## src/rtl/scsa_pkg.sv

```systemverilog
package scsa_pkg;

  localparam int NUM_CLASSES_DEF  = 8;
  localparam int PAGE_BYTES_DEF   = 4096;
  localparam int HEADER_BYTES_DEF = 16;
  localparam int STACK_DEPTH_DEF  = 512;

  localparam int MAX_CLASSES = 8;
  localparam int CLS_W       = 3;
  localparam int OFF_W       = 19;
  localparam int CNT_OUT_W   = 9;
  localparam int SIZE_W      = 16;
  localparam int TAG_W       = 11;

  localparam int Q_DEPTH = 4;
  localparam int Q_PW    = $clog2(Q_DEPTH);
  localparam int Q_CW    = $clog2(Q_DEPTH + 1);

  typedef enum logic [2:0] {
    ST_OK      = 3'd0,
    ST_ZERO    = 3'd1,
    ST_EXHAUST = 3'd2,
    ST_BIG     = 3'd3,
    ST_UNDER   = 3'd4
  } status_t;

  typedef enum logic {
    OP_ALLOC = 1'b0,
    OP_FREE  = 1'b1
  } op_t;

  typedef struct packed {
    logic                 kind;
    logic [SIZE_W-1:0]    req_size;
    logic [TAG_W-1:0]     header_size_tag;
    logic [OFF_W-1:0]     obj_offset;
  } req_t;

  typedef struct packed {
    status_t              status;
    logic [CLS_W-1:0]     class_index;
    logic [OFF_W-1:0]     slot_offset;
    logic [CNT_OUT_W-1:0] active_count;
  } result_t;

  typedef struct packed {
    op_t                  op;
    status_t              pre;
    logic [CLS_W-1:0]     cls;
    logic [OFF_W-1:0]     obj;
  } cmd_t;

endpackage

```

## src/rtl/scsa_front.sv

```systemverilog
module scsa_front
  import scsa_pkg::*;
#(
  parameter int NUM_CLASSES = NUM_CLASSES_DEF
) (
  input  logic start,
  input  req_t req,
  input  logic init_done,
  input  logic q_full,
  output logic busy,
  output logic push,
  output cmd_t cmd
);

  logic             s_found;
  logic [CLS_W-1:0] s_cls;
  logic             t_found;
  logic [CLS_W-1:0] t_cls;
  logic             s_big;

  assign busy = !init_done || q_full;
  assign push = start && !busy;

  always_comb begin
    s_found = 1'b0;
    s_cls   = '0;
    t_found = 1'b0;
    t_cls   = '0;
    for (int c = 0; c < MAX_CLASSES; c++) begin
      if (!s_found && req.req_size <= SIZE_W'(8 << c)) begin
        s_found = 1'b1;
        s_cls   = CLS_W'(c);
      end
      if (!t_found && c < NUM_CLASSES && req.header_size_tag == TAG_W'(8 << c)) begin
        t_found = 1'b1;
        t_cls   = CLS_W'(c);
      end
    end
  end

  assign s_big = !s_found || (int'(s_cls) >= NUM_CLASSES);

  always_comb begin
    cmd.op  = op_t'(req.kind);
    cmd.obj = req.obj_offset;
    cmd.pre = ST_OK;
    cmd.cls = '0;
    if (cmd.op == OP_ALLOC) begin
      if (req.req_size == '0) begin
        cmd.pre = ST_ZERO;
      end else if (s_big) begin
        cmd.pre = ST_BIG;
      end else begin
        cmd.cls = s_cls;
      end
    end else begin
      if (t_found) begin
        cmd.cls = t_cls;
      end else begin
        cmd.pre = ST_BIG;
      end
    end
  end

endmodule

```

## config.mk

```make
export PLATFORM = sky130hd
export DESIGN_NAME = scsa_front
export DESIGN_NICKNAME = d
export VERILOG_FILES = /design/src/rtl/scsa_pkg.sv /design/src/rtl/scsa_front.sv
export SDC_FILE = /design/constraint.sdc
export NUM_CORES = 1
export LEC_CHECK = 0
export BUFFER_PORTS_ARGS = -buffer_cell sky130_fd_sc_hd__buf_2
export CORE_MARGIN = 5
export CORE_UTILIZATION = 38
export DETAILED_ROUTE_END_ITERATION = 8
export MAX_ROUTING_LAYER = met4
export PLACE_DENSITY = 0.91
export SETUP_SLACK_MARGIN = 0.2
export SLEW_MARGIN = 25
export SYNTH_ARGS = -nofsm -noshare
export SYNTH_HDL_FRONTEND = slang
export SYNTH_SLANG_ARGS = --single-unit
export TNS_END_PERCENT = 5
```

## constraint.sdc

```tcl
create_clock -name vclk -period 3.49
set_clock_uncertainty 0.1 [all_clocks]
set_input_delay 0.349 -clock vclk [all_inputs]
set_output_delay 0.349 -clock vclk [all_outputs]
set_load 0.05 [all_outputs]
```

==> qor.yml <==
detailed_routing:
  vias_per_cell: 5.98
  wl_met1_um: 731
  dr_wl_met2_um: 907
  top_layer_used: "met4"
  drc: 0
  drt-wirelength-per-cell_um: 14.1
  drt-total-wl_mm: 1.82
  dr.first_iter.drc_count: 16
  wl_met3_um: 158
  dr_total_vias: 771
  drt_first_pass_iters: 4
  antenna_left: 0
timing:
  rsz0062_at_grt: "false"
  min_period_ns: 2.54
  hold_viol: 0
  fin_hold_ws_ns: 0.598
  setup_viol_count_final: 0
  setup_slack_ns: 0.955
  finalCritPeriodShare_pct: 72.6
  tns_ns: 0
  timing.fmax_mhz: 394
  final_max_slew_viol_count: 0
pwr:
  power_mw: 0.0659
  p_per_area_nw_per_um2: 94.3
  ir_drop_uv: 34.2
  leakage_nw: 0.292
synthesis:
  synthesis.area_um2: 656
  synth_area_leader_cell: "buf_4"
  syn-num-nets: 148
  syn-mean-instance-area_um2: 6.69
  ys_types: 37
  ys.warnings.count: 0
  synth_top_area_share_pct: 24.0
  synth_cells: 98
  ys_seq_area_share_pct: 0
  synth_most_common_cell: "buf_4"
  synth_area_leaders: "buf_4 24%, o21ai_0 6.1%, nor3_1 5.3%"
  synth.top_cells.by_count: "21 x buf_4, 8 x o21ai_0, 7 x nor2_1, 7 x nor3_1, 4 x nand2_1"
finish:
  regArea_um2: 0
  final_area_um2: 699
  multi_input_area_um2: 475
  drive_gt1_share_pct: 41.1
  clock_buffers: 0
  layout.nets: 164
  fillers: 177
  seq_cells: 0
  synthToLayoutAreaGrowth_pct: 6.68
  num_antenna_cells: 0
placement:
  place_congestion: 0.765
  dpl_cell_area_um2: 699
  dpl.hpwl_mm: 1.55
  post-place-ws_ns: 0.951
  numPortBuffers: 39
worst_setup_path:
  critPathLaunchType: "primary input"
  crit_arrival_ns: 2.09
  worst-setup-path-type: "in2out"
  cp.required_ns: 3.04
  worst-path-max-fanout: 9
  endpoint_kind: "primary output"
die:
  rows: 15
  die_x_um: 51.5
  dieArea_um2: 2660
  core-area_um2: 1690
  io_pins: 78
  die_y_um: 51.5
  initial_core_util_pct: 38.8
run_status:
  status: "finished clean"
global_route:
  track_usage_pct: 13.5
  grt_max_degree: 11
  grt-ovfl-total: 0
  first_global_vias: 722
  antenna_found_initial: 0
  grt_first_pass_wirelength_mm: 2.87
clock_tree:
  post_cts_resized: 0
  ctsHoldBuffers: 0
  post_cts_buffers: 0
worst_hold_path:
  hold_depth: 0
  holdCritPathClass: "in2out"
job:
  max_cap_violations: 0
## routing by layer
metal	vias to the layer above	global-route usage (%)
met3	4	1.72
met1	345	15.3
li1	376	-
met5	-	-
met4	0	2.62
met2	46	25.4
## per-stage QoR
step,util (%),instances
2_1_floorplan,-,98
3_3_place_gp,41.4,129
3_5_place_dp,41.4,129
4_1_cts,41.4,129
5_1_grt,41.4,129
6_report,41.4,129
## final timing paths
kind	start	endpoint	slack, ns
max	req[31]	cmd[20]	0.95
min	req[4]	cmd[4]	0.60
## placed cells by master (no fill, tap or decap), drive strengths merged
master   instances
a21oi            3
o31ai            4
o21ai            9
nand3            2
xor2             2
or4              6
o41ai            2
or4b             2
o32ai            1
inv              2
a221oi           1
nor4b            2
nand2            4
o21a             1
nor4             1
nand2b           3
or2              1
nor2             7
and2             1
xnor2            1
a211oi           1
o2bb2ai          1
nand4b           1
or3              2
o21bai           1
conb             1
o211ai           2
a41o             1
buf             39
a21boi           1
nor3             7
## cells by family (layout without fill, tap and decap cells)
logic type	count (synthesis)	count (layout)	synth area share [%]
buffers and inverters	27	41	28.6
XOR/XNOR	3	3	4.01
AO/OA/AOI/OAI	28	28	29.6
AND/OR/NAND/NOR	39	39	37.2
other	1	1	0.572
## area by class of cell
class,count,area share [%]
Inverter,2,1.07
Tap cell,17,3.04
Multi-Input combinational cell,71,68.0
Timing Repair Buffer,39,27.9
## power by group
| group | internal, mW | total, mW | switching (mW) |
|---|---|---|---|
| clock network | 0 | 0 | 0 |
| registers | 0 | 0 | 0 |
| logic | 0.0257 | 0.0659 | 0.0402 |
| total | 0.0257 | 0.0659 | 0.0402 |
## worst max-delay path, stage by stage
cell and delay, ns:
buf_2 0.10, or4_4 0.60, o31ai_2 0.30, nand3_2 0.14, a41o_1 0.25, o41ai_2 0.05
buf_2 0.31
(Power assumes the default switching activity.)
