==> config.mk <==
export PLATFORM = sky130hd
export DESIGN_NAME = scsa_back
export DESIGN_NICKNAME = d
export VERILOG_FILES = /design/src/rtl/scsa_pkg.sv /design/src/rtl/scsa_back.sv
export SDC_FILE = /design/constraint.sdc
export NUM_CORES = 1
export LEC_CHECK = 0
export BUFFER_PORTS_ARGS = -buffer_cell sky130_fd_sc_hd__buf_4
export CAP_MARGIN = 20
export CORE_MARGIN = 3
export CORE_UTILIZATION = 52
export CTS_CLUSTER_SIZE = 30
export DETAILED_ROUTE_END_ITERATION = 10
export GPL_ROUTABILITY_DRIVEN = 0
export PLACE_DENSITY_LB_ADDON = 0.2
export SETUP_SLACK_MARGIN = 0.1
export SLEW_MARGIN = 20
export SYNTH_ARGS = -nofsm -noshare
export SYNTH_HDL_FRONTEND = slang
export SYNTH_SLANG_ARGS = --single-unit
==> constraint.sdc <==
create_clock -name clk -period 5.3 [get_ports clk]
set_clock_uncertainty 0.05 [all_clocks]
set_input_delay 0.795 -clock clk [delete_from_list [all_inputs] [get_ports clk]]
set_output_delay 0.795 -clock clk [all_outputs]
set_load 0.005 [all_outputs]
==> src/rtl/scsa_pkg.sv <==
package scsa_pkg;

  localparam int NUM_CLASSES_DEF  = 8;
  localparam int PAGE_BYTES_DEF   = 4096;
  localparam int HEADER_BYTES_DEF = 16;
  localparam int STACK_DEPTH_DEF  = 512;

  localparam int MAX_CLASSES = 8;
  localparam int CLS_W       = 3;
  localparam int OFF_W       = 19;
  localparam int CNT_OUT_W   = 9;
  localparam int SIZE_W      = 16;
  localparam int TAG_W       = 11;

  localparam int Q_DEPTH = 4;
  localparam int Q_PW    = $clog2(Q_DEPTH);
  localparam int Q_CW    = $clog2(Q_DEPTH + 1);

  typedef enum logic [2:0] {
    ST_OK      = 3'd0,
    ST_ZERO    = 3'd1,
    ST_EXHAUST = 3'd2,
    ST_BIG     = 3'd3,
    ST_UNDER   = 3'd4
  } status_t;

  typedef enum logic {
    OP_ALLOC = 1'b0,
    OP_FREE  = 1'b1
  } op_t;

  typedef struct packed {
    logic                 kind;
    logic [SIZE_W-1:0]    req_size;
    logic [TAG_W-1:0]     header_size_tag;
    logic [OFF_W-1:0]     obj_offset;
  } req_t;

  typedef struct packed {
    status_t              status;
    logic [CLS_W-1:0]     class_index;
    logic [OFF_W-1:0]     slot_offset;
    logic [CNT_OUT_W-1:0] active_count;
  } result_t;

  typedef struct packed {
    op_t                  op;
    status_t              pre;
    logic [CLS_W-1:0]     cls;
    logic [OFF_W-1:0]     obj;
  } cmd_t;

endpackage

==> src/rtl/scsa_back.sv <==
module scsa_back
  import scsa_pkg::*;
#(
  parameter int NUM_CLASSES = NUM_CLASSES_DEF,
  parameter int STACK_DEPTH = STACK_DEPTH_DEF
) (
  input  logic                                              clk,
  input  logic                                              rst,
  input  logic                                              init_done,
  input  logic                                              q_empty,
  input  cmd_t                                              cmd,
  input  logic [NUM_CLASSES-1:0][$clog2(STACK_DEPTH+1)-1:0] caps,
  input  logic [OFF_W-1:0]                                  rdata,
  output logic                                              pop,
  output logic                                              re,
  output logic                                              we,
  output logic [$clog2(NUM_CLASSES*STACK_DEPTH)-1:0]        addr,
  output logic [OFF_W-1:0]                                  wdata,
  output logic                                              done,
  output result_t                                           result
);

  localparam int AW    = $clog2(NUM_CLASSES*STACK_DEPTH);
  localparam int CNT_W = $clog2(STACK_DEPTH+1);

  logic [NUM_CLASSES-1:0][CNT_W-1:0] counts;
  logic [CNT_W-1:0] n;
  logic [CNT_W-1:0] n_next;
  logic             upd;
  logic [AW-1:0]    base;
  result_t          res_next;
  result_t          res;
  logic             use_ram;

  assign pop   = !q_empty;
  assign n     = counts[cmd.cls];
  assign base  = AW'(cmd.cls) * AW'(STACK_DEPTH);
  assign wdata = cmd.obj;

  always_comb begin
    res_next = '{status: cmd.pre, class_index: '0, slot_offset: '0, active_count: '0};
    re       = 1'b0;
    we       = 1'b0;
    upd      = 1'b0;
    n_next   = n;
    addr     = base + AW'(n);
    if (cmd.pre == ST_OK) begin
      res_next.class_index = cmd.cls;
      if (cmd.op == OP_ALLOC) begin
        if (n >= caps[cmd.cls]) begin
          res_next.status       = ST_EXHAUST;
          res_next.active_count = CNT_OUT_W'(n);
        end else begin
          n_next                = n + CNT_W'(1);
          upd                   = pop;
          re                    = pop;
          res_next.active_count = CNT_OUT_W'(n_next);
        end
      end else begin
        if (n == '0) begin
          res_next.status = ST_UNDER;
        end else begin
          n_next                = n - CNT_W'(1);
          upd                   = pop;
          we                    = pop;
          addr                  = base + AW'(n_next);
          res_next.active_count = CNT_OUT_W'(n_next);
        end
      end
    end
  end

  always_ff @(posedge clk) begin
    if (rst) begin
      counts  <= '0;
      done    <= 1'b0;
      use_ram <= 1'b0;
    end else begin
      done    <= pop;
      use_ram <= re;
      if (upd) begin
        counts[cmd.cls] <= n_next;
      end
    end
  end

  always_ff @(posedge clk) begin
    if (pop) begin
      res <= res_next;
    end
  end

  always_comb begin
    result             = res;
    result.slot_offset = use_ram ? rdata : '0;
  end

  a_done_follows_pop: assert property (@(posedge clk) disable iff (rst)
    done |-> $past(pop))
    else $error("result without request");
  a_pop_after_init: assert property (@(posedge clk) disable iff (rst)
    pop |-> init_done)
    else $error("request served during stack fill");
  a_read_gives_ok: assert property (@(posedge clk) disable iff (rst)
    re |=> done && use_ram && result.status == ST_OK)
    else $error("slot read not returned as ok");

endmodule

==> results_dict.tcl <==
set metrics [dict create \
    status "finished, final reports clean" \
    drv_slew 0 \
    crit_family "buffers and inverters" \
    cts.clk_slew.worst_paths_ps 70 \
    cts_max_path_buffers 2 \
    finalWorstSetupSlack_ps 295 \
    die-area_um2 13800 \
    finalHoldViolCount 0 \
    syn_avg_cell_area_um2 9.04 \
    grt_use_total_pct 28.9 \
    fmax_ghz 0.200 \
    endpoint_kind "primary output" \
    finalNonFillerCells 1035 \
    synth-xor-area-share_pct 1.90 \
    slew-limit-headroom_pct 37.0 \
    p_switching_mw 0.479 \
    crit_start "cmd[21]" \
    clockRootBuffer "clkbuf_16" \
    worst_ep_required_time_ps 4450 \
    drv_cap 0 \
    start_util_pct 53.5 \
    ys_async_sr_fraction_pct 0 \
    grt_max_degree 83 \
    clockPowerShare_pct 36.4 \
    cp-start-kind "input port" \
    hold_start "counts[33]" \
    antenna_cells 0 \
    rsz0062_at_grt "no" \
    power.leakage_nw 3.29 \
    ir_worst_vdd_mv 0.154 \
    ys_seq_elements 97 \
    grt_pass1_vias 6167 \
    pre_cts_ws_ps 262 \
    hold_ws_ps 440 \
    clk_latency_ps 350 \
    hold_depth 2 \
    htree_levels 3 \
    r2r_end "counts[6]" \
    r2r_cells 13 \
    routed_wirelength_mm 20.6 \
    fin_setup_tns_ps 0 \
    synth_compound_area_share_pct 20.5 \
    clock-sinks 97 \
    period_share_pct 94.4 \
    timing.critical_path.cells "buf_4 > mux2_2 > a21oi_1 > o211a_1 > ha_1 > o2111ai_1 > or3_1 > nor2_1 > inv_1 > ha_1 > mux2i_1 > buf_4" \
    powerDensity_nw_per_um2 214 \
    worst-path-buf-inv 3 \
    design.core.area_um2 12100 \
    vias_per_cell 6.02 \
    final_antenna_net_count 0 \
    synth_top_family_by_area "compound AO/OA/AOI/OAI gates" \
    cp_slowest_cell "or3_1" \
    num_vias 6229 \
    cts_hold_buf 0 \
    muxShareOfSynthArea_pct 15.9 \
    drt_iter0_drc 730 \
    io_pins 198 \
    placedCellCount 1020 \
    syn-num-nets 860 \
    netSwitchingFraction_pct 27.7 \
    first_pass_iters 5 \
    grt_pass1_wl_mm 32.3 \
    area_delta_synth_final_pct 25.3 \
    final_layout_size_suffix_gt1_share_pct 32.5 \
    worst-setup-path-type "input port to primary output" \
    cp-endpoint "addr[0]" \
    synth_area_um2 6450 \
    hpwl_mm 15.3 \
    critPathMaxFanout 40 \
    comb_power_share_pct 19.5 \
    rows 40 \
    grt-ovfl-total 0 \
    post_drt_wl_per_cell_um 19.9 \
    portBuffers 158 \
    final-setup-viol-count 0 \
    fillCellCount 959 \
    seqPwrFrac_pct 44.0 \
    min-delay-path-class "flop to flop" \
    ys_dominant_reg_cell "dfxtp_1" \
    max_stage_delay_ps 490 \
    crit_arrival_ps 4160 \
    die_y_um 117 \
    cp_num_cells 12 \
    cts_tree "done" \
    synth-adder-area-share_pct 3.30 \
    internal_power_mw 1.25 \
    antenna_found_initial 0 \
    synth_cells 714 \
    nets 1009 \
    ys_types 77 \
    synth-edff-count 15 \
    tightest_slew_ps 930 \
    synth-simple-area-share_pct 18.4 \
    r2r_slack_ps 1280 \
    yosysWarnings 0 \
    rr_startpoint "counts[38]" \
    cts-buffers-inserted 9 \
    drc 0 \
    synth-seq-area-share_pct 32.4 \
    die_w_um 117 \
    fin_crit_ps 5000 \
]
## cell type report
cell class / instances / area [um^2] / area share, %
Multi-Input combinational cell: 535 / 3880 / 48.0
Tap cell: 168 / 210 / 2.60
Clock inverter: 5 / 38.8 / 0.480
Inverter: 13 / 53.8 / 0.665
Timing Repair Buffer: 207 / 1570 / 19.4
Clock buffer: 10 / 239 / 2.95
Sequential cell: 97 / 2090 / 25.9
## cell usage after synthesis (10+ instances only)
cell type | count | share of area (%)
ha_1 | 17 | 3.3
edfxtp_1 | 15 | 7.0
o21ai_0 | 16 | 1.2
nor3_1 | 13 | 1.0
clkbuf_1 | 23 | 1.3
a221oi_1 | 18 | 2.4
a211oi_1 | 40 | 4.7
a21oi_1 | 20 | 1.6
mux2_2 | 18 | 3.1
and2_1 | 26 | 2.5
nand2_1 | 33 | 1.9
dfxtp_1 | 82 | 25
mux2i_1 | 50 | 7.8
xnor2_1 | 10 | 1.4
nor2_1 | 129 | 7.5
buf_6 | 12 | 2.1
buf_4 | 20 | 2.3
nand3_1 | 10 | 0.78
## placed cells by master (no fill, tap or decap), drive strengths merged, types with 4 or more instances in the layout
cell,n
a211oi,44
a21boi,8
a21oi,20
a221oi,19
a22oi,9
a311oi,9
a31oi,6
and2,26
buf,207
clkbuf,10
dfxtp,82
edfxtp,15
ha,17
inv,15
mux2,20
mux2i,52
mux4,11
nand2,33
nand2b,6
nand3,11
nor2,130
nor2b,8
nor3,14
nor4,4
o211ai,5
o21ai,18
o22ai,5
xnor2,10
xor2,4
## worst min path at each step
stage            endpoint  slack, ps
2_1_floorplan  counts[22]        400
3_3_place_gp   counts[42]        410
3_5_place_dp   counts[33]        430
4_1_cts        counts[33]        450
5_1_grt        counts[33]        470
6_report       counts[33]        440
## worst register-to-register path, stage by stage (launching register included)
cell      delay, ps
dfxtp_1         310
mux2_1          280
mux4_2          490
a221o_1         370
ha_1            310
nand2_1          60
nor2_1          130
nor3b_1         500
nor3_1          140
nand2b_1        200
mux2_2          380
a221oi_2        330
buf_4           230
a211oi_1         90
## power groups by stage
| stage | registers, mW | clock network [mW] | logic (mW) |
|---|---|---|---|
| global placement | 0.777 | 0 | 0.324 |
| finish | 0.761 | 0.629 | 0.338 |
| detailed placement | 0.777 | 0 | 0.331 |
| CTS | 0.761 | 0.633 | 0.333 |
| global route | 0.761 | 0.658 | 0.362 |
| floorplan | 0.778 | 0 | 0.192 |
## routing by layer
metal  GRT usage, %  vias up  share of wire, %
li1               -     2909                 -
met1           37.3     2927                42
met3           6.51       81               8.3
met2           46.8      312                46
met5              0        -                 0
met4           12.0        0               3.5
## through the flow
stage / power [mW] / area [um^2] / utilization, %
6_report: 1.73 / 8090 / 67.1
5_1_grt: 1.78 / 8090 / 67.1
4_1_cts: 1.73 / 8080 / 67.0
3_5_place_dp: 1.11 / 7800 / 64.7
3_3_place_gp: 1.10 / 7800 / 64.6
2_1_floorplan: 0.970 / 6450 / -
## state kept, by name (all words and copies together), names as in the netlist
name,flops
counts,80
done,1
result,15
use_ram,1
## cells by family (layout without fill, tap and decap cells)
kind of cell	after synthesis	count (layout)
buffers and inverters	82	235
adders and majority gates	17	17
DFF	97	97
AOI/OAI and AO/OA	169	169
muxes	83	83
xor gates and xnor gates	14	14
and+or+nand+nor	252	252
## what timing repair did
action	4_1_cts	5_1_grt
buffers inserted	0	0
resized for setup	0	2
setup endpoints to repair	0	2
Note: power is estimated with default switching activity, not from simulation.
