$ cat src/rtl/scsa_pkg.sv
package scsa_pkg;

  localparam int NUM_CLASSES_DEF  = 8;
  localparam int PAGE_BYTES_DEF   = 4096;
  localparam int HEADER_BYTES_DEF = 16;
  localparam int STACK_DEPTH_DEF  = 512;

  localparam int MAX_CLASSES = 8;
  localparam int CLS_W       = 3;
  localparam int OFF_W       = 19;
  localparam int CNT_OUT_W   = 9;
  localparam int SIZE_W      = 16;
  localparam int TAG_W       = 11;

  localparam int Q_DEPTH = 4;
  localparam int Q_PW    = $clog2(Q_DEPTH);
  localparam int Q_CW    = $clog2(Q_DEPTH + 1);

  typedef enum logic [2:0] {
    ST_OK      = 3'd0,
    ST_ZERO    = 3'd1,
    ST_EXHAUST = 3'd2,
    ST_BIG     = 3'd3,
    ST_UNDER   = 3'd4
  } status_t;

  typedef enum logic {
    OP_ALLOC = 1'b0,
    OP_FREE  = 1'b1
  } op_t;

  typedef struct packed {
    logic                 kind;
    logic [SIZE_W-1:0]    req_size;
    logic [TAG_W-1:0]     header_size_tag;
    logic [OFF_W-1:0]     obj_offset;
  } req_t;

  typedef struct packed {
    status_t              status;
    logic [CLS_W-1:0]     class_index;
    logic [OFF_W-1:0]     slot_offset;
    logic [CNT_OUT_W-1:0] active_count;
  } result_t;

  typedef struct packed {
    op_t                  op;
    status_t              pre;
    logic [CLS_W-1:0]     cls;
    logic [OFF_W-1:0]     obj;
  } cmd_t;

endpackage

$ cat src/rtl/scsa_queue.sv
module scsa_queue
  import scsa_pkg::*;
(
  input  logic clk,
  input  logic rst,
  input  logic push,
  input  cmd_t cmd_in,
  input  logic pop,
  output cmd_t cmd_out,
  output logic empty,
  output logic full
);

  cmd_t            slots [Q_DEPTH];
  logic [Q_PW-1:0] wr_ptr;
  logic [Q_PW-1:0] rd_ptr;
  logic [Q_CW-1:0] cnt;

  assign empty   = (cnt == '0);
  assign full    = (cnt == Q_CW'(Q_DEPTH));
  assign cmd_out = slots[rd_ptr];

  always_ff @(posedge clk) begin
    if (push) begin
      slots[wr_ptr] <= cmd_in;
    end
  end

  always_ff @(posedge clk) begin
    if (rst) begin
      wr_ptr <= '0;
      rd_ptr <= '0;
      cnt    <= '0;
    end else begin
      if (push) begin
        wr_ptr <= wr_ptr + Q_PW'(1);
      end
      if (pop) begin
        rd_ptr <= rd_ptr + Q_PW'(1);
      end
      if (push && !pop) begin
        cnt <= cnt + Q_CW'(1);
      end else if (pop && !push) begin
        cnt <= cnt - Q_CW'(1);
      end
    end
  end

  a_no_overflow: assert property (@(posedge clk) disable iff (rst) push |-> !full)
    else $error("queue overflow");
  a_no_underflow: assert property (@(posedge clk) disable iff (rst) pop |-> !empty)
    else $error("queue underflow");
  a_cnt_up: assert property (@(posedge clk) disable iff (rst)
    push && !pop |=> cnt == $past(cnt) + Q_CW'(1))
    else $error("queue count mismatch");

endmodule

$ cat config.mk
export PLATFORM = sky130hd
export DESIGN_NAME = scsa_queue
export DESIGN_NICKNAME = d
export VERILOG_FILES = /design/src/rtl/scsa_pkg.sv /design/src/rtl/scsa_queue.sv
export SDC_FILE = /design/constraint.sdc
export NUM_CORES = 1
export LEC_CHECK = 0
export BUFFER_PORTS_ARGS = -buffer_cell sky130_fd_sc_hd__buf_2
export CAP_MARGIN = 30
export CORE_MARGIN = 10
export CORE_UTILIZATION = 55
export DETAILED_ROUTE_END_ITERATION = 16
export GPL_TIMING_DRIVEN = 1
export MAX_ROUTING_LAYER = met4
export PLACE_DENSITY = 0.88
export SYNTH_ARGS = -nofsm -noshare
export SYNTH_HDL_FRONTEND = slang
export SYNTH_SLANG_ARGS = --single-unit
export TNS_END_PERCENT = 100
$ cat constraint.sdc
create_clock -name clk -period 2.54 [get_ports clk]
set_clock_uncertainty 0.2 [all_clocks]
set_input_delay 0.254 -clock clk [delete_from_list [all_inputs] [get_ports clk]]
set_output_delay 0.254 -clock clk [all_outputs]
set_load 0.03 [all_outputs]
==> results of run 1 <==
==> through the flow <==
step                      util [%]  setup slack, ns  hold WS, ns
after floorplan                  -           0.7575       0.1529
after global placement       62.85           0.6517       0.2628
after detailed placement     62.85           0.6036       0.2726
after CTS                    74.35          0.01956       0.2753
after global routing         74.38          0.09060       0.2882
final                        74.38           0.1618       0.2995
==> layer usage <==
metal  wire length [µm]  GRT usage [%]  vias up
li1                   -              -      954
met1               3390          17.13     1014
met2               3940          23.24       60
met3                366          4.910       13
met4                125          7.634        0
met5                  0              -        -
==> what timing repair did <==
item	4_1_cts	5_1_grt
buffers inserted	0	0
hold endpoints to repair	113	0
resized for setup	0	1
hold buffers	29	0
setup endpoints to repair	0	1
==> power by group <==
part	switching, mW	internal (mW)
combinational	0.329	0.226
sequential	0.0408	2.14
clock	0.792	1.38
==> cells in the final DEF (no fill, tap or decap) <==
| cell | n |
|---|---|
| and2_1 | 4 |
| bufinv_16 | 2 |
| xor2_1 | 3 |
| mux2i_1 | 2 |
| clkbuf_16 | 16 |
| inv_1 | 4 |
| clkbuf_8 | 1 |
| mux4_1 | 6 |
| nand2_1 | 1 |
| edfxtp_1 | 104 |
| or3_1 | 1 |
| a21oi_1 | 1 |
| clkinv_2 | 3 |
| dlygate4sd3_1 | 29 |
| buf_12 | 1 |
| fa_1 | 1 |
| buf_2 | 57 |
| nor3b_1 | 1 |
| o21ai_0 | 1 |
| dfxtp_1 | 8 |
| buf_4 | 6 |
| dfxtp_4 | 1 |
| ha_1 | 5 |
| clkinv_4 | 2 |
| mux4_2 | 20 |
| inv_6 | 1 |
| nor3_1 | 1 |
| xnor2_1 | 2 |
| clkinv_1 | 1 |
| clkinvlp_4 | 5 |
| nor2_1 | 7 |
==> registers in the layout (all words and copies together) (netlist names), named ones only <==
signal and count:
cnt 3, rd_ptr 2, slots 104, wr_ptr 2
==> final cells by class <==
type	instances	area [µm²]
fill	448	1888
sequential	113	3307
clock inverter	14	142.6
multi-input combinational	56	838.3
inverter	4	15.01
clock buffer	17	414.1
tap	99	123.9
timing repair buffer	93	640.6
==> final timing paths <==
kind / startpoint / endpoint / slack (ns) / depth (start not counted)
worst min-delay path: cmd_in[23] / slots[3][23] / 0.30 / 2
worst max-delay path: flip-flop / cmd_out[1] / 0.16 / 3
worst min register to register: cnt[2] / cnt[2] / 0.32 / 2
worst max register to register: cnt[0] / cnt[2] / 0.87 / 4
==> kinds of logic (layout without fill, tap and decap cells) <==
logic type,after synthesis,count (layout),synth area share [%]
multiplexers,28,28,14.86
flip-flops,113,113,78.15
XOR/XNOR,5,5,1.036
buffers and inverters,11,128,2.013
adder cells (fa/ha/maj),6,6,1.954
AND/OR/NAND/NOR,15,15,1.747
AO/OA/AOI/OAI,2,2,0.2366
==> flow_metrics.env, run 1 <==
export IMPL_netlist_top_cells_area="edfxtp_1, mux4_2, dfxtp_1"
export IMPL_worst_setup_path_end_kind="output port"
export IMPL_p_leak_nw=1.962
export IMPL_drtIter0Drc=72
export IMPL_grt_use_total_pct=14.98
export IMPL_wl_per_cell_um=19.76
export IMPL_synth_most_common_cell="edfxtp_1"
export IMPL_startpoint_type="flip-flop"
export IMPL_critPathRequiredTime_ns=2.09
export IMPL_criticalPathCategory="reg2out"
export IMPL_worst_pin_slew_ns=0.4037
export IMPL_grt_max_degree=27
export IMPL_crit_chain="buf_4 > mux4_2 > buf_2"
export IMPL_cp_max_fo=9
export IMPL_power_density_nw_per_um2=894.6
export IMPL_crit_slowest_cell="mux4_2"
export IMPL_timing_fmax_ghz=0.4205
export IMPL_cts_made_buffers=17
export IMPL_antenna_cells=0
export IMPL_cts_root_buf="clkbuf_8"
export IMPL_power_total_mw=4.904
export IMPL_rsz0062_at_grt="false"
export IMPL_drv_slew=0
export IMPL_clkSinkCount=113
export IMPL_period_share_pct=93.63
export IMPL_ant_nets=0
export IMPL_nets=321
export IMPL_place_hpwl_um=4419
export IMPL_finalNonFillerCells=396
export IMPL_clk_path_buf_depth=2
export IMPL_portBuffers=57
export IMPL_ys_ff_latch=113
export IMPL_first_pass_iters=4
export IMPL_grt_pass1_wl_um=12360
export IMPL_syn_inst=180
export IMPL_finalInstanceArea_um2=5482
export IMPL_synth_nets=216
export IMPL_layout_drive_gt1_share_pct=38.72
export IMPL_async_reset_ff_share_pct=0
export IMPL_globalplace_congestion=0.6686
export IMPL_clk_latency_ns=0.50
export IMPL_synth_top_cell_by_area="edfxtp_1"
export IMPL_max_cap_violations=0
export IMPL_syn_area_per_cell_um2=23.48
export IMPL_slew_headroom_pct=73.09
export IMPL_cpPeakStageDelay_ns=0.54
export IMPL_status="finished clean"
export IMPL_yosysUniqueCellTypes=23
export IMPL_arrival_ns=1.92
export IMPL_clkSlewWorstSetupHoldPaths_ns=0.06
export IMPL_finalHoldViolations=0
export IMPL_hold_class="in2reg"
export IMPL_grt_pass1_vias=2268
export IMPL_synth_top_area_share_pct=73.89
export IMPL_die_w_um=107.7
export IMPL_synth_edf_count=104
export IMPL_synthFlopType="edfxtp_1"
export IMPL_cts_tree="yes"
export IMPL_syn_area_um2=4227
export IMPL_yosys_warnings=0
export IMPL_dpl_cell_area_um2=4632
export IMPL_grt_overflow=0
export IMPL_setup_tns_ns=0
export IMPL_dieArea_um2=11590
export IMPL_io_pins=58
export IMPL_setup_violations=0
export IMPL_drc_errors=0
export IMPL_syn_to_final_growth_pct=29.69
export IMPL_fin_crit_ns=2.378
export IMPL_critPathBufInv=2
export IMPL_vias=2041
export IMPL_ir_drop_mv=0.6483
export IMPL_start_util_pct=57.35
export IMPL_synthTopCellsByCount="edfxtp_1, mux4_2, dfxtp_1"
export IMPL_antenna_found_initial=0
export IMPL_yosysSeqAreaShare_pct=78.15
export IMPL_via_per_inst=5.154
export IMPL_core_region_area_um2=7370
export IMPL_htreeDepth=4
export IMPL_routed_wl_um=7823
export IMPL_num_rows=31
export IMPL_critPathTopFamily="multiplexers"
export IMPL_die_h_um=107.7
export IMPL_dp_cells=336
No activity file was read; power rests on OpenSTA's default activity.
==> run 2, diff against run 1 <==
--- a/config.mk
+++ b/config.mk
@@ -11,7 +11,6 @@
 export CORE_UTILIZATION = 55
 export DETAILED_ROUTE_END_ITERATION = 16
 export GPL_TIMING_DRIVEN = 1
-export MAX_ROUTING_LAYER = met4
 export PLACE_DENSITY = 0.88
 export SYNTH_ARGS = -nofsm -noshare
 export SYNTH_HDL_FRONTEND = slang
==> flow_metrics.env, run 2 (synthesis results as in run 1) <==
export IMPL_hold_class="in2reg"
export IMPL_p_leak_nw=1.962
export IMPL_crit_chain="buf_4 > mux4_2 > buf_2"
export IMPL_dpl_cell_area_um2=4632
export IMPL_rsz0062_at_grt="false"
export IMPL_sw_frac_of_total_pct=23.73
export IMPL_grt_use_total_pct=14.55
export IMPL_core_region_area_um2=7370
export IMPL_power_switching_mw=1.164
export IMPL_worst_setup_path_end_kind="output port"
export IMPL_power_share_combinational_pct=11.3
export IMPL_grt_overflow=0
export IMPL_portBuffers=57
export IMPL_grt_pass1_wl_um=12390
export IMPL_drc_errors=0
export IMPL_dieArea_um2=11590
export IMPL_fillerInstances=448
export IMPL_wl_per_cell_um=19.67
export IMPL_num_rows=31
export IMPL_cts_made_buffers=17
export IMPL_grt_pass1_vias=2259
export IMPL_antenna_cells=0
export IMPL_period_share_pct=93.68
export IMPL_fin_crit_ns=2.380
export IMPL_syn_to_final_growth_pct=29.69
export IMPL_clk_path_buf_depth=2
export IMPL_arrival_ns=1.93
export IMPL_layout_drive_gt1_share_pct=38.72
export IMPL_cpPeakStageDelay_ns=0.54
export IMPL_grt_max_degree=27
export IMPL_finalInstanceArea_um2=5482
export IMPL_globalplace_congestion=0.6624
export IMPL_power_frac_seq_pct=44.4
export IMPL_mostFrequentLayoutCells="edfxtp_1, buf_2, dlygate4sd3_1"
export IMPL_worst_pin_slew_ns=0.3989
export IMPL_cts_tree="yes"
export IMPL_multi_input_area_um2=838.3
export IMPL_largest_reg_flops=104
export IMPL_clkSinkCount=113
export IMPL_max_cap_violations=0
export IMPL_antenna_found_initial=0
export IMPL_crit_slowest_cell="mux4_2"
export IMPL_clkSlewWorstSetupHoldPaths_ns=0.06
export IMPL_setup_tns_ns=0
export IMPL_slew_headroom_pct=73.40
export IMPL_layout_commonest_cell="edfxtp_1"
export IMPL_critPathTopFamily="multiplexers"
export IMPL_die_w_um=107.7
export IMPL_nets=321
export IMPL_critPathBufInv=2
export IMPL_routed_wl_um=7791
export IMPL_critPathRequiredTime_ns=2.09
export IMPL_die_h_um=107.7
export IMPL_setup_violations=0
export IMPL_finalHoldViolations=0
export IMPL_io_pins=58
export IMPL_power_share_clock_pct=44.3
export IMPL_ant_nets=0
export IMPL_power_density_nw_per_um2=895.0
export IMPL_htreeDepth=4
export IMPL_start_util_pct=57.35
export IMPL_timing_fmax_ghz=0.4202
export IMPL_first_pass_iters=4
export IMPL_drtIter0Drc=66
export IMPL_holdWs_ns=0.3007
export IMPL_drv_slew=0
export IMPL_top_register="slots"
export IMPL_post_cts_buffers=0
export IMPL_startpoint_type="flip-flop"
export IMPL_regArea_um2=3307
export IMPL_p_int_mw=3.742
export IMPL_vias=2037
export IMPL_clk_latency_ns=0.50
export IMPL_status="finished clean"
export IMPL_place_hpwl_um=4419
export IMPL_reg_largest_list="slots x104, cnt x3"
export IMPL_criticalPathCategory="reg2out"
export IMPL_cts_root_buf="clkbuf_8"
export IMPL_ir_drop_mv=0.6508
export IMPL_via_per_inst=5.144
export IMPL_cp_max_fo=9
run 2: stage by stage:
step                worst slack [ns]  instances  total power [mW]  util (%)
CTS                          0.01956        396             4.957     74.35
floorplan                     0.7575        180             2.575         -
finish                        0.1604        396             4.906     74.38
global placement              0.6517        336             2.718     62.85
detailed placement            0.6036        336             2.738     62.85
global route                 0.09089        396             5.079     74.38
run 2: layout make-up:
type / count / share of cell area, %
clock buffer: 17 / 7.555
clock inverter: 14 / 2.602
tap: 99 / 2.260
timing repair buffer: 93 / 11.69
sequential: 113 / 60.33
inverter: 4 / 0.2739
multi-input combinational: 56 / 15.29
run 2: what timing repair did:
action | in CTS | in global routing
hold endpoints to repair | 113 | 0
setup endpoints to repair | 0 | 1
hold buffers | 29 | 0
gates resized for setup | 0 | 1
run 2: final timing paths:
| kind | slack [ns] | startpoint | to | cells after the start |
|---|---|---|---|---|
| setup reg to reg | 0.87 | cnt[0] | cnt[2] | 4 |
| setup / recovery | 0.16 | flip-flop | cmd_out[1] | 3 |
| hold reg to reg | 0.32 | cnt[2] | cnt[2] | 2 |
| hold / removal | 0.30 | cmd_in[23] | slots[3][23] | 2 |
run 2: worst register-to-register path, cell delays in order, from the launching register on:
cell and delay, ns:
dfxtp_1 0.35, fa_1 0.44, xor2_1 0.17, or3_1 0.30, a21oi_1 0.13
run 2: per-layer routing:
metal | track usage, % | wire (µm) | part of all wire (%)
met5 | 0 | 0 | 0
met4 | 7.634 | 128 | 1.6
met3 | 5.150 | 439 | 5.6
met2 | 23.29 | 3932 | 50
met1 | 16.93 | 3291 | 42
run 2: power by group through the flow:
stage	Combinational (mW)	Clock (mW)	Sequential [mW]
finish	0.555	2.18	2.18
global route	0.596	2.30	2.19
CTS	0.565	2.21	2.18
detailed placement	0.526	0	2.21
global placement	0.513	0	2.21
floorplan	0.380	0	2.20
==> run 3, diff against run 2 <==
==> constraint.sdc (replaced) <==
create_clock -name clk -period 2.54 [get_ports clk]
set_clock_uncertainty 0.2 [all_clocks]
set_input_delay 0.508 -clock clk [delete_from_list [all_inputs] [get_ports clk]]
set_output_delay 0.508 -clock clk [all_outputs]
set_load 0.03 [all_outputs]
==> flow_metrics.env, run 3 (synthesis results as in run 1) <==
export IMPL_die_w_um=107.7
export IMPL_wl_per_cell_um=21.59
export IMPL_num_rows=31
export IMPL_clkSinkCount=113
export IMPL_worst_setup_path_end_kind="output port"
export IMPL_fin_crit_ns=2.510
export IMPL_worst_pin_slew_ns=0.4042
export IMPL_hold_class="in2reg"
export IMPL_period_share_pct=98.81
export IMPL_power_share_clock_pct=45.7
export IMPL_grt_use_total_pct=14.90
export IMPL_reg2reg_from="cnt[0]"
export IMPL_crit_slowest_cell="mux4_2"
export IMPL_clkSlewWorstSetupHoldPaths_ns=0.06
export IMPL_grt_pass1_wl_um=12590
export IMPL_p_leak_nw=1.913
export IMPL_setup_violations=0
export IMPL_largest_reg_flops=104
export IMPL_power_frac_seq_pct=42.2
export IMPL_drc_errors=0
export IMPL_cpPeakStageDelay_ns=0.54
export IMPL_critPathTopFamily="multiplexers"
export IMPL_antenna_found_initial=0
export IMPL_finalHoldViolations=0
export IMPL_holdWs_ns=0.02626
export IMPL_startpoint_type="flip-flop"
export IMPL_portBuffers=57
export IMPL_clk_latency_ns=0.49
export IMPL_cts_hold_buf=0
export IMPL_post_cts_buffers=0
export IMPL_nets=293
export IMPL_via_per_inst=5.328
export IMPL_dp_slack_ns=0.3721
export IMPL_power_density_nw_per_um2=955.2
export IMPL_max_cap_violations=0
export IMPL_syn_to_final_growth_pct=27.89
export IMPL_cts_tree="yes"
export IMPL_antenna_cells=0
export IMPL_worstHoldStart="cmd_in[3]"
export IMPL_arrival_ns=1.80
export IMPL_grt_overflow=0
export IMPL_dieArea_um2=11590
export IMPL_cts_made_buffers=17
export IMPL_worst_slack_ns=0.03032
export IMPL_critPathBufInv=2
export IMPL_p_int_mw=3.999
export IMPL_clk_path_buf_depth=2
export IMPL_slew_headroom_pct=73.05
export IMPL_top_register="slots"
export IMPL_status="finished clean"
export IMPL_start_util_pct=57.35
export IMPL_power_total_mw=5.163
export IMPL_die_h_um=107.7
export IMPL_cts_root_buf="clkbuf_8"
export IMPL_core_region_area_um2=7370
export IMPL_dpl_cell_area_um2=4624
export IMPL_layout_commonest_cell="edfxtp_1"
export IMPL_vias=1966
export IMPL_ant_nets=0
export IMPL_cp_max_fo=13
export IMPL_routed_wl_um=7966
export IMPL_critPathRequiredTime_ns=1.83
export IMPL_power_switching_mw=1.164
export IMPL_mostFrequentLayoutCells="edfxtp_1, buf_2, mux4_2"
export IMPL_grt_max_degree=27
export IMPL_drtIter0Drc=90
export IMPL_drv_slew=0
export IMPL_first_pass_iters=4
export IMPL_sw_frac_of_total_pct=22.54
export IMPL_io_pins=58
export IMPL_criticalPathCategory="reg2out"
export IMPL_power_share_combinational_pct=12.1
export IMPL_htreeDepth=4
export IMPL_finalInstanceArea_um2=5405
export IMPL_rsz0062_at_grt="true"
export IMPL_layout_drive_gt1_share_pct=45.19
export IMPL_ir_drop_mv=0.6310
export IMPL_reg_largest_list="slots x104, cnt x3"
export IMPL_grt_pass1_vias=2172
export IMPL_crit_chain="buf_16 > mux4_2 > buf_6"
export IMPL_globalplace_congestion=0.6682
export IMPL_timing_fmax_ghz=0.3985
==> run 3: stage by stage <==
stage / std cells / setup TNS (ns) / util, %
after global routing: 369 / -0.3068 / 73.34
after CTS: 369 / -0.02516 / 73.11
after global placement: 335 / 0 / 62.75
after floorplan: 180 / 0 / -
final: 369 / 0 / 73.34
after detailed placement: 335 / 0 / 62.75
==> run 3: final timing paths <==
check / end / slack (ns) / cells after the start
worst max-delay path: cmd_out[9] / 0.03 / 3
worst min-delay path: slots[2][3] / 0.03 / 1
worst max register to register: cnt[2] / 0.85 / 4
worst min register to register: cnt[2] / 0.32 / 2
==> run 3: power by group through the flow <==
stage               Combinational, mW  Clock [mW]  Sequential (mW)
finish                          0.626        2.36             2.18
detailed placement              0.531           0             2.21
floorplan                       0.380           0             2.20
global route                    0.669        2.48             2.19
global placement                0.519           0             2.20
CTS                             0.627        2.40             2.18
==> run 3: worst reg2reg max path, cell delays in order, from the launching register on <==
cell,delay [ns]
dfxtp_1,0.35
fa_1,0.45
xor2_1,0.18
or3_1,0.30
a21oi_1,0.15
==> run 3: layer usage <==
layer  share of wire [%]  vias up  routed length (µm)  track usage [%]
li1                    -      895                   -                -
met1                  41      991                3249            18.18
met2                  51       75                4079            23.42
met3                 7.5        5                 595            5.689
met4                0.53        0                  42            6.011
met5                   0        -                   0                0
==> run 3: layout make-up <==
cell class,instances,area [µm²]
sequential,113,3307
fill,443,1964
clock inverter,15,190.2
clock buffer,17,414.1
tap,99,123.9
multi-input combinational,56,815.8
inverter,4,15.01
timing repair buffer,65,539.3
==> run 3: repair_timing <==
action	4_1_cts	5_1_grt
endpoints found under the setup margin	18	17
gates resized for setup	48	8
cloned	2	0
