### src/rtl/scsa_pkg.sv
package scsa_pkg;

  localparam int NUM_CLASSES_DEF  = 8;
  localparam int PAGE_BYTES_DEF   = 4096;
  localparam int HEADER_BYTES_DEF = 16;
  localparam int STACK_DEPTH_DEF  = 512;

  localparam int MAX_CLASSES = 8;
  localparam int CLS_W       = 3;
  localparam int OFF_W       = 19;
  localparam int CNT_OUT_W   = 9;
  localparam int SIZE_W      = 16;
  localparam int TAG_W       = 11;

  localparam int Q_DEPTH = 4;
  localparam int Q_PW    = $clog2(Q_DEPTH);
  localparam int Q_CW    = $clog2(Q_DEPTH + 1);

  typedef enum logic [2:0] {
    ST_OK      = 3'd0,
    ST_ZERO    = 3'd1,
    ST_EXHAUST = 3'd2,
    ST_BIG     = 3'd3,
    ST_UNDER   = 3'd4
  } status_t;

  typedef enum logic {
    OP_ALLOC = 1'b0,
    OP_FREE  = 1'b1
  } op_t;

  typedef struct packed {
    logic                 kind;
    logic [SIZE_W-1:0]    req_size;
    logic [TAG_W-1:0]     header_size_tag;
    logic [OFF_W-1:0]     obj_offset;
  } req_t;

  typedef struct packed {
    status_t              status;
    logic [CLS_W-1:0]     class_index;
    logic [OFF_W-1:0]     slot_offset;
    logic [CNT_OUT_W-1:0] active_count;
  } result_t;

  typedef struct packed {
    op_t                  op;
    status_t              pre;
    logic [CLS_W-1:0]     cls;
    logic [OFF_W-1:0]     obj;
  } cmd_t;

endpackage

### src/rtl/scsa_init.sv
module scsa_init
  import scsa_pkg::*;
#(
  parameter int NUM_CLASSES  = NUM_CLASSES_DEF,
  parameter int PAGE_BYTES   = PAGE_BYTES_DEF,
  parameter int HEADER_BYTES = HEADER_BYTES_DEF,
  parameter int STACK_DEPTH  = STACK_DEPTH_DEF
) (
  input  logic                                              clk,
  input  logic                                              rst,
  output logic                                              init_done,
  output logic                                              we,
  output logic [$clog2(NUM_CLASSES*STACK_DEPTH)-1:0]        waddr,
  output logic [OFF_W-1:0]                                  wdata,
  output logic [NUM_CLASSES-1:0][$clog2(STACK_DEPTH+1)-1:0] caps
);

  localparam int AW    = $clog2(NUM_CLASSES*STACK_DEPTH);
  localparam int IW    = $clog2(STACK_DEPTH);
  localparam int CNT_W = $clog2(STACK_DEPTH+1);

  logic [CLS_W-1:0] cls;
  logic [IW-1:0]    idx;
  logic [6:0]       page;
  logic [OFF_W-1:0] page_base;
  logic [16:0]      slot_end;
  logic             live;

  logic [16:0]      osize;
  logic             first_fits;
  logic             cur_ok;
  logic             nxt_ok;
  logic             last_idx;
  logic             last_cls;

  assign osize      = 17'(8) << cls;
  assign first_fits = (18'(HEADER_BYTES) + {1'b0, osize}) <= 18'(PAGE_BYTES);
  assign cur_ok     = live && (slot_end <= 17'(PAGE_BYTES));
  assign nxt_ok     = live && !cur_ok && first_fits &&
                      (({1'b0, page} + 8'd1) < (8'd1 << cls));
  assign last_idx   = (idx == IW'(STACK_DEPTH-1));
  assign last_cls   = (cls == CLS_W'(NUM_CLASSES-1));

  assign we    = !init_done;
  assign wdata = cur_ok ? page_base + OFF_W'(slot_end - osize)
                        : page_base + OFF_W'(PAGE_BYTES) + OFF_W'(HEADER_BYTES);

  always_ff @(posedge clk) begin
    if (rst) begin
      init_done <= 1'b0;
      cls       <= '0;
      idx       <= '0;
      waddr     <= '0;
      page      <= '0;
      page_base <= '0;
      slot_end  <= 17'(HEADER_BYTES) + 17'd8;
      live      <= 1'b1;
      caps      <= '0;
    end else if (!init_done) begin
      waddr <= waddr + AW'(1);
      if (cur_ok) begin
        slot_end  <= slot_end + osize;
        caps[cls] <= caps[cls] + CNT_W'(1);
      end else if (nxt_ok) begin
        page      <= page + 7'd1;
        page_base <= page_base + OFF_W'(PAGE_BYTES);
        slot_end  <= 17'(HEADER_BYTES) + (osize << 1);
        caps[cls] <= caps[cls] + CNT_W'(1);
      end else begin
        live <= 1'b0;
      end
      if (last_idx) begin
        idx       <= '0;
        cls       <= cls + CLS_W'(1);
        page      <= '0;
        page_base <= '0;
        slot_end  <= 17'(HEADER_BYTES) + (osize << 1);
        live      <= 1'b1;
        if (last_cls) begin
          init_done <= 1'b1;
        end
      end else begin
        idx <= idx + IW'(1);
      end
    end
  end

endmodule

### config.mk
export PLATFORM = sky130hd
export DESIGN_NAME = scsa_init
export DESIGN_NICKNAME = d
export VERILOG_FILES = /design/src/rtl/scsa_pkg.sv /design/src/rtl/scsa_init.sv
export SDC_FILE = /design/constraint.sdc
export NUM_CORES = 1
export LEC_CHECK = 0
export ABC_CLOCK_PERIOD_IN_PS = 9200
export BUFFER_PORTS_ARGS = -buffer_cell sky130_fd_sc_hd__buf_4
export CORE_MARGIN = 3
export CORE_UTILIZATION = 55
export DETAILED_ROUTE_END_ITERATION = 10
export MAX_ROUTING_LAYER = met4
export PLACE_DENSITY = 0.83
export RECOVER_POWER = 50
export SYNTH_ARGS = -nofsm -noshare
export SYNTH_HDL_FRONTEND = slang
export SYNTH_SLANG_ARGS = --single-unit
### constraint.sdc
create_clock -name clk -period 9.2 [get_ports clk]
set_clock_uncertainty 0.1 [all_clocks]
set_input_delay 0.92 -clock clk [delete_from_list [all_inputs] [get_ports clk]]
set_output_delay 0.92 -clock clk [all_outputs]
set_load 0.05 [all_outputs]
==> results.yml, run 1 <==
status:
  status: "finished with violations"
  violations: "capacitance limit, slew limit"
worst_setup_path:
  worstPathMaxFanout: 21
  arrival_ns: 6.32
  path_class: "reg2out"
  end_kind: "output pin"
  critPathLaunchType: "flip-flop"
  cp.required_ns: 8.18
sta:
  rsz0062_at_grt: "false"
  setup_viol_count_final: 0
  hold_viol_final: 0
  drv_slew: 147
  period_minus_slack_ns: 7.34
  fmax_mhz: 136
  fin_setup_tns_ns: 0
  max_slew_margin_pct: -96.2
  worst_slew_pin_slew_ns: 2.94
  fin_ws_ns: 1.86
  finalCritPeriodShare_pct: 79.8
power_and_ir_drop:
  power_switching_uw: 452
  seqPwrFrac_pct: 38.0
  p_leak_uw: 0.00358
  comb_power_share_pct: 18.9
  swShare_pct: 28.8
  power.internal_uw: 1110
  p_per_area_nw_per_um2: 164
  p_total_uw: 1570
  irDropWorstVdd_mv: 0.117
  p_clk_share_pct: 43.2
drt:
  drt_first_iter_violations: 642
  antenna_left: 0
  drc: 0
  dr.pass1.iters: 5
  drt-wirelength-per-cell_um: 17.9
  wl_mm: 22.6
  via_per_inst: 6.25
  num_vias: 7894
clocking:
  htree_levels: 4
  cts-root-buf: "clkbuf_16"
  cts_hold_buf: 0
  cts_resized: 0
  cts_buffers: 17
  clkSlewWorstSetupHoldPaths_ns: 0.06
  worstSkewPairLatency_ns: 0.42
  cts_setup_buffers: 0
  clock_sinks: 134
  clockBufferDepth: 2
  cts_tree: "yes"
floorplanning:
  start_util_pct: 57.6
  die_y_um: 131
  io_pins: 115
  die_w_um: 131
  rows: 44
  die_area_sq_um: 17100
  core-area_sq_um: 14900
synthesis:
  synth_flop_cell: "dfxtp_1"
  syn_avg_cell_area_sq_um: 8.54
  synth-async-reset-ratio_pct: 0
  ys_top_cells_by_count: "dfxtp_1 (134), nor2_1 (85), o21ai_0 (67)"
  syn-cell-area_sq_um: 8560
  yosys.area.top_type_share_pct: 31.3
  synth_area_leader_cell: "dfxtp_1"
  syn_inst: 1002
  ys_seq_area_share_pct: 31.3
  yosys_warnings: 0
  ys_types: 72
  ys_top_cells_by_area: "dfxtp_1 (31%), ha_1 (7.3%), mux2i_1 (4.8%), nand2b_1 (4.5%), o21ai_0 (3.9%)"
  synth-edff-count: 0
  ys_ff_latch: 134
  synth_most_common_cell: "dfxtp_1"
final_layout:
  final_cell_area_sq_um: 9550
  final_nets: 1122
  syn2layout_area_growth_pct: 11.5
  final_cells: 1264
  layout-drive-gt1-share_pct: 7.50
  n_antenna_cell: 0
place:
  placed_cell_area_sq_um: 9330
  port-buffer-count: 111
  place_ws_ns: 2.93
  place_hpwl_mm: 15.7
  gp_congestion: 0.960
  dp.cells: 1234
grt:
  overflow: 0
  grt_pass1_vias: 7314
  antenna_found_initial: 0
  grt_usage_pct: 27.7
  grt_max_degree: 81
  grt_pass1_wl_mm: 36.8
job:
  maxCapViolCount: 2
min_path:
  hold_class: "reg2reg"
cell families after synthesis:
kind of cell / after synthesis / share of synthesized area (%)
other cells: 1 / 0.0438
mux: 57 / 8.48
xor+xnor: 52 / 5.32
simple gates: 358 / 22.4
flops: 134 / 31.3
compound gates: 235 / 18.9
buf+inv: 114 / 6.01
fa+ha+maj: 51 / 7.54
cell type report:
class / instances / area, sq um
Sequential cell: 134 / 2680
Tap cell: 184 / 230
Timing Repair Buffer: 117 / 514
Multi-Input combinational cell: 756 / 5370
Clock inverter: 8 / 97.6
Inverter: 43 / 161
Fill cell: 1319 / 5320
Clock buffer: 22 / 494
sequential cells by signal, indices dropped and copies added, names as in the netlist:
register and count:
page_base 7, slot_end 14, waddr 12, idx 9
cls 3, caps 80, init_done 1, live 1
page 7
final timing paths:
path / depth (start not counted) / to / slack [ns] / from
worst max register to register: 11 / caps[10] / 4.10 / cls[1]
worst min-delay path: 2 / caps[74] / 0.39 / caps[74]
worst min register to register: 2 / caps[74] / 0.39 / caps[74]
worst max-delay path: 18 / wdata[18] / 1.86 / cls[1]
critical path: stages (launching register included):
cell	delay [ns]
dfxtp_1	0.75
clkbuf_1	0.87
ha_1	0.31
nor2b_1	0.35
inv_1	0.17
ha_1	0.37
a21oi_1	0.19
a21oi_1	0.12
o41ai_1	0.48
nand2b_1	0.21
xnor2_1	0.24
ha_1	0.28
a21oi_1	0.22
o21ai_0	0.15
o41ai_1	0.31
xnor2_1	0.12
or3_1	0.32
a31oi_1	0.19
buf_4	0.22
cell usage in the layout, fill, tap and decap left out, types with 5 or more instances in the layout:
cell type  instances
dfxtp_1          133
clkbuf_1          97
nor2_1            85
o21ai_0           67
nand2b_1          61
a21oi_1           53
nand3_1           52
ha_1              50
nand2_1           49
inv_1             43
mux2i_1           41
xor2_1            26
xnor2_1           26
nand4_1           20
buf_4             20
clkbuf_16         17
and3_1            16
nor2b_1           14
nor3_1            13
mux4_2            12
o211ai_1          12
o311ai_0          10
a311oi_1           9
a211oi_1           9
o221ai_1           8
and2_1             7
nand3b_1           7
o22ai_1            7
o21a_1             6
or3_1              6
or4_1              5
a21o_1             5
o41ai_1            5
a211o_1            5
o2bb2ai_2          5
clkbuf_8           5
layer usage:
layer  GRT usage, %  routed length, um  part of all wire (%)  up-vias
li1               -                  -                     -     3748
met1           37.2              10100                    44     3777
met2           42.1              10500                    46      314
met3           5.28               1600                   7.1       55
met4           9.07                507                   2.2        0
met5              -                  0                     0        -
per-stage QoR:
step                hold WS (ns)  util (%)
global route               0.410      64.2
floorplan                  0.361         -
global placement           0.377      62.7
detailed placement         0.383      62.7
CTS                        0.393      66.7
finish                     0.390      64.2
power groups by stage:
stage	sequential (uW)	combinational [uW]	clock [uW]
global route	595	317	709
finish	594	295	676
floorplan	613	223	0
detailed placement	607	296	0
CTS	594	298	682
global placement	607	294	0
Power figures use the tool's default switching activity.
==> run 2: changes to the inputs <==
--- a/config.mk
+++ b/config.mk
@@ -5,7 +5,7 @@
 export SDC_FILE = /design/constraint.sdc
 export NUM_CORES = 1
 export LEC_CHECK = 0
-export ABC_CLOCK_PERIOD_IN_PS = 9200
+export ABC_CLOCK_PERIOD_IN_PS = 7300
 export BUFFER_PORTS_ARGS = -buffer_cell sky130_fd_sc_hd__buf_4
 export CORE_MARGIN = 3
 export CORE_UTILIZATION = 55
==> constraint.sdc (replaced) <==
create_clock -name clk -period 7.3 [get_ports clk]
set_clock_uncertainty 0.1 [all_clocks]
set_input_delay 0.73 -clock clk [delete_from_list [all_inputs] [get_ports clk]]
set_output_delay 0.73 -clock clk [all_outputs]
set_load 0.05 [all_outputs]
==> results.yml, run 2 (synthesized netlist as in run 1, its figures left out) <==
drt:
  drc: 0
  antenna_left: 0
  drt_first_iter_violations: 602
  dr.pass1.iters: 5
  wl_mm: 22.8
  drt-wirelength-per-cell_um: 18.1
  num_vias: 7883
  via_per_inst: 6.24
job:
  maxCapViolCount: 2
clocking:
  clkSlewWorstSetupHoldPaths_ns: 0.06
  cts-root-buf: "clkbuf_16"
  cts_setup_buffers: 0
  cts_buffers: 17
  cts_hold_buf: 0
  cts_resized: 0
  cts_tree: "yes"
  clockBufferDepth: 2
  htree_levels: 4
  worstSkewPairLatency_ns: 0.43
  clock_sinks: 134
final_layout:
  final_nets: 1121
  top_register: "caps"
  mostFrequentLayoutCells: "dfxtp_1 (133), clkbuf_1 (98), nor2_1 (85), o21ai_0 (67), nand2b_1 (61)"
  largest_reg_flops: 80
  fillers: 1321
  top_regs: "caps: 80 flops, slot_end: 14 flops, waddr: 12 flops"
  fin_util_pct: 63.9
  layout-drive-gt1-share_pct: 7.32
  mostFrequentLayoutCell: "dfxtp_1"
  final_cell_area_sq_um: 9490
  syn2layout_area_growth_pct: 10.9
  n_antenna_cell: 0
  final_cells: 1263
place:
  place_ws_ns: 1.63
  placed_cell_area_sq_um: 9320
  place_hpwl_mm: 15.7
  port-buffer-count: 111
  gp_congestion: 0.907
  dp.cells: 1233
floorplanning:
  start_util_pct: 57.6
  die_area_sq_um: 17100
  die_y_um: 131
  die_w_um: 131
  io_pins: 115
  core-area_sq_um: 14900
  rows: 44
grt:
  grt_pass1_wl_mm: 36.3
  overflow: 0
  grt_max_degree: 85
  antenna_found_initial: 0
  grt_pass1_vias: 7235
  grt_usage_pct: 27.4
power_and_ir_drop:
  p_leak_uw: 0.00355
  irDropWorstVdd_mv: 0.144
  p_per_area_nw_per_um2: 202
sta:
  max_slew_margin_pct: -120
  fin_setup_tns_ns: 0
  fin_ws_ns: 1.08
  finalCritPeriodShare_pct: 85.2
  rsz0062_at_grt: "false"
  hold_viol_final: 0
  setup_viol_count_final: 0
  fmax_mhz: 161
  drv_slew: 147
  period_minus_slack_ns: 6.22
  worst_slew_pin_slew_ns: 3.30
worst_setup_path:
  slowest_delay_ns: 0.47
  worstPathMaxFanout: 31
  ff2ff_setup_slack_ns: 3.16
  critPathLaunchType: "flip-flop"
  path_cells: "buf_4, inv_1, nand2_1, inv_1, ha_1, o211ai_1, a21oi_1, o41ai_1, nand2b_1, xnor2_1, ha_1, a21oi_1, o21ai_0, o41ai_1, xnor2_1, or3_1, a31oi_1, buf_4"
  crit_slowest_cell: "o41ai_1"
  end_kind: "output pin"
  arrival_ns: 5.39
  path_class: "reg2out"
  cp.required_ns: 6.47
status:
  violations: "capacitance limit, slew limit"
  status: "finished with violations"
min_path:
  hold_class: "reg2reg"
-- run 2: cell types whose count changed in the layout (fill, tap and decap cells not counted), sizes merged --
| cell | change |
|---|---|
| clkinvlp | +1 |
| bufinv | -1 |
| clkbuf | -2 |
| clkinv | +1 |
-- run 2: worst max-delay path: cells and delay by family, from the launching register on --
| kind | cells | cell delay (ns) |
|---|---|---|
| DFF | 1 | 0.30 |
| and+or+nand+nor | 3 | 0.77 |
| AOI/OAI and AO/OA | 7 | 1.87 |
| buffers and inverters | 4 | 0.98 |
| xor gates and xnor gates | 2 | 0.40 |
| adders and majority gates | 2 | 0.63 |
-- run 2: through the flow --
step	power, uW	hold WS, ns
after floorplan	1050	0.361
after global placement	1140	0.372
after detailed placement	1140	0.384
after CTS	1920	0.393
after global routing	1980	0.411
final	1920	0.392
-- run 2: metal layers --
metal  vias to the layer above  routed length, um  track usage, %
li1                       3736                  -               -
met1                      3771              10000            35.9
met2                       337              10600            42.1
met3                        39               1710            5.57
met4                         0                502            9.80
met5                         -                  0               -
-- run 2: worst paths after layout --
| kind | startpoint | depth (start not counted) | to |
|---|---|---|---|
| setup reg to reg | cls[0] | 10 | caps[70] |
| hold reg to reg | caps[50] | 2 | caps[50] |
| hold / removal | caps[50] | 2 | caps[50] |
| setup / recovery | cls[2] | 18 | wdata[18] |
-- run 2: power breakdown --
part	total (uW)	switching (uW)	internal, uW
Combinational	373	250	123
Sequential	749	9.65	739
Clock	796	318	478
-- run 2: layout make-up --
cell class	count	area [sq um]	area share, %
multi-input combinational	756	5370	56.5
clock buffer	21	460	4.85
inverter	43	161	1.70
clock inverter	9	80.1	0.843
timing repair buffer	116	510	5.38
sequential	134	2680	28.3
tap	184	230	2.42
==> run 3: changes to the inputs <==
--- a/config.mk
+++ b/config.mk
@@ -5,14 +5,16 @@
 export SDC_FILE = /design/constraint.sdc
 export NUM_CORES = 1
 export LEC_CHECK = 0
+export ABC_AREA = 1
 export ABC_CLOCK_PERIOD_IN_PS = 7300
 export BUFFER_PORTS_ARGS = -buffer_cell sky130_fd_sc_hd__buf_4
 export CORE_MARGIN = 3
 export CORE_UTILIZATION = 55
 export DETAILED_ROUTE_END_ITERATION = 10
 export MAX_ROUTING_LAYER = met4
-export PLACE_DENSITY = 0.83
+export PLACE_DENSITY = 0.8
 export RECOVER_POWER = 50
+export REMOVE_ABC_BUFFERS = 1
 export SYNTH_ARGS = -nofsm -noshare
 export SYNTH_HDL_FRONTEND = slang
 export SYNTH_SLANG_ARGS = --single-unit
==> results.yml, run 3 <==
grt:
  grt_max_degree: 66
  grt_usage_pct: 28.5
  antenna_found_initial: 0
  overflow: 0
  grt_pass1_vias: 7601
  grt_pass1_wl_mm: 37.5
place:
  place_hpwl_mm: 16.0
  dp.cells: 1542
  gp_congestion: 0.931
  port-buffer-count: 111
floorplanning:
  rows: 44
  die_w_um: 130
  io_pins: 115
  die_y_um: 130
  start_util_pct: 57.1
  die_area_sq_um: 16800
  core-area_sq_um: 14800
final_layout:
  fin_util_pct: 63.8
  mostFrequentLayoutCell: "nand2_1"
  mostFrequentLayoutCells: "nand2_1 (423), inv_1 (148), nor2_1 (140), dfxtp_1 (133), clkbuf_1 (97)"
  n_antenna_cell: 0
  final_cells: 1574
  syn2layout_area_growth_pct: 11.9
  final_nets: 1430
  top_regs: "caps: 80 flops, slot_end: 14 flops, waddr: 12 flops"
  largest_reg_flops: 80
  top_register: "caps"
  fillers: 1414
  layout-drive-gt1-share_pct: 6.62
worst_setup_path:
  rr_startpoint: "cls[1]"
  end_kind: "output pin"
  worstPathMaxFanout: 27
  path_buf_inv: 3
  r2r_end: "slot_end[9]"
  ff2ff_setup_slack_ns: 2.71
  path_cells: "inv_1, ha_1, inv_1, nor2_1, ha_1, nor2_1, o21bai_1, nand2_1, o21ai_0, nand2_1, nand2_1, nor2_1, nand3_1, xor2_1, ha_1, a21o_1, nand2_1, nand3_1, nand2_1, nand2_1, nand2_1, nand3_1, nand2_1, buf_4"
  slowest_delay_ns: 0.90
  reg2regPathDepth: 16
  critPathMostFrequentCell: "nand2_1"
  critPathLaunchType: "flip-flop"
  cp.required_ns: 6.47
  arrival_ns: 5.48
  crit_family: "simple AND/OR/NAND/NOR gates"
  path_class: "reg2out"
  crit_slowest_cell: "dfxtp_1"
sta:
  fmax_mhz: 158
  fin_setup_tns_ns: 0
  period_minus_slack_ns: 6.31
  setup_viol_count_final: 0
  rsz0062_at_grt: "false"
  drv_slew: 132
  finalCritPeriodShare_pct: 86.5
  hold_slack_ns: 0.346
  hold_viol_final: 0
  max_slew_margin_pct: -108
  worst_slew_pin_slew_ns: 3.12
synthesis:
  ys_ff_latch: 134
  yosys_warnings: 0
  synth-async-reset-ratio_pct: 0
  ys_top_cells_by_count: "nand2_1 (422), inv_1 (147), nor2_1 (140)"
  ys_top_cells_by_area: "dfxtp_1 (32%), nand2_1 (19%), ha_1 (7.4%), inv_1 (6.6%), nor2_1 (6.2%)"
  syn_inst: 1298
  synth_area_leader_cell: "dfxtp_1"
  synth_flop_cell: "dfxtp_1"
  yosys.area.top_type_share_pct: 31.9
  ys_types: 44
  syn-cell-area_sq_um: 8420
  synth-edff-count: 0
  syn_avg_cell_area_sq_um: 6.49
  ys_seq_area_share_pct: 31.9
  synth_most_common_cell: "nand2_1"
drt:
  dr.pass1.iters: 5
  via_per_inst: 5.27
  drc: 0
  drt-wirelength-per-cell_um: 14.7
  drt_first_iter_violations: 639
  antenna_left: 0
  num_vias: 8298
  wl_mm: 23.1
power_and_ir_drop:
  power.internal_uw: 1750
  comb_power_share_pct: 49.0
  irDropWorstVdd_mv: 0.242
  swShare_pct: 47.5
  p_per_area_nw_per_um2: 353
  p_leak_uw: 0.00458
  seqPwrFrac_pct: 25.4
  power_switching_uw: 1580
  p_clk_share_pct: 25.7
min_path:
  holdPathEnd: "idx[4]"
  hold_class: "reg2reg"
  min_from: "idx[4]"
  hold_depth: 2
clocking:
  clkSlewWorstSetupHoldPaths_ns: 0.06
  cts_tree: "yes"
  cts-root-buf: "clkbuf_16"
  worstSkewPairLatency_ns: 0.43
  clockBufferDepth: 2
  cts_setup_buffers: 0
  cts_resized: 0
  cts_hold_buf: 0
  htree_levels: 4
  cts_buffers: 17
  clock_sinks: 134
status:
  violations: "capacitance limit, slew limit"
  status: "finished with violations"
job:
  maxCapViolCount: 2
[run 3: worst max-delay path by stage]
stage	start	endpoint	slack (ns)	cells after the start
after global routing	cls[1]	wdata[17]	0.56	22
after CTS	cls[1]	wdata[18]	1.33	23
after floorplan	cls[0]	wdata[17]	1.49	20
after detailed placement	cls[1]	wdata[18]	1.77	23
final	cls[1]	wdata[18]	0.99	24
after global placement	cls[1]	wdata[18]	1.89	23
[run 3: worst min-delay path: stages, from the launching register on]
cell and delay (ns):
dfxtp_1 0.31, inv_1 0.04, a21oi_1 0.05
[run 3: area by class of cell]
type	instances	area [sq um]	share of cell area, %
clock buffer	18	429	4.56
clock inverter	14	150	1.59
inverter	155	587	6.23
multi-input combinational	956	4850	51.5
sequential	134	2680	28.5
tap	184	230	2.44
timing repair buffer	113	488	5.18
[run 3: power groups by stage]
stage,registers (uW),clock network (uW),logic [uW]
after global routing,849,891,1780
after floorplan,928,0,1130
final,843,853,1630
after detailed placement,857,0,1630
after global placement,858,0,1620
after CTS,843,858,1640
[run 3: per-stage QoR]
stage	worst slack, ns	cell area (sq um)	power (uW)
after floorplan	1.49	8120	2060
after global placement	1.89	9200	2480
after detailed placement	1.77	9200	2490
after CTS	1.33	9780	3340
after global routing	0.559	9420	3520
final	0.985	9420	3320
[run 3: cells by family after synthesis]
| family | count (synthesis) | synth area share, % |
|---|---|---|
| XOR/XNOR | 36 | 4.41 |
| flip-flops | 134 | 31.9 |
| AO/OA/AOI/OAI | 176 | 10.9 |
| AND/OR/NAND/NOR | 690 | 34.5 |
| adder cells (fa/ha/maj) | 51 | 7.67 |
| other | 1 | 0.0445 |
| buffers and inverters | 210 | 10.6 |
[run 3: per-layer routing]
layer  wire length, um  vias up  GRT usage (%)
met5                 0        -              -
met4               359        0           8.44
met3              1560       32           5.16
met2             10800      298           44.3
met1             10400     3757           38.0
li1                  -     4211              -
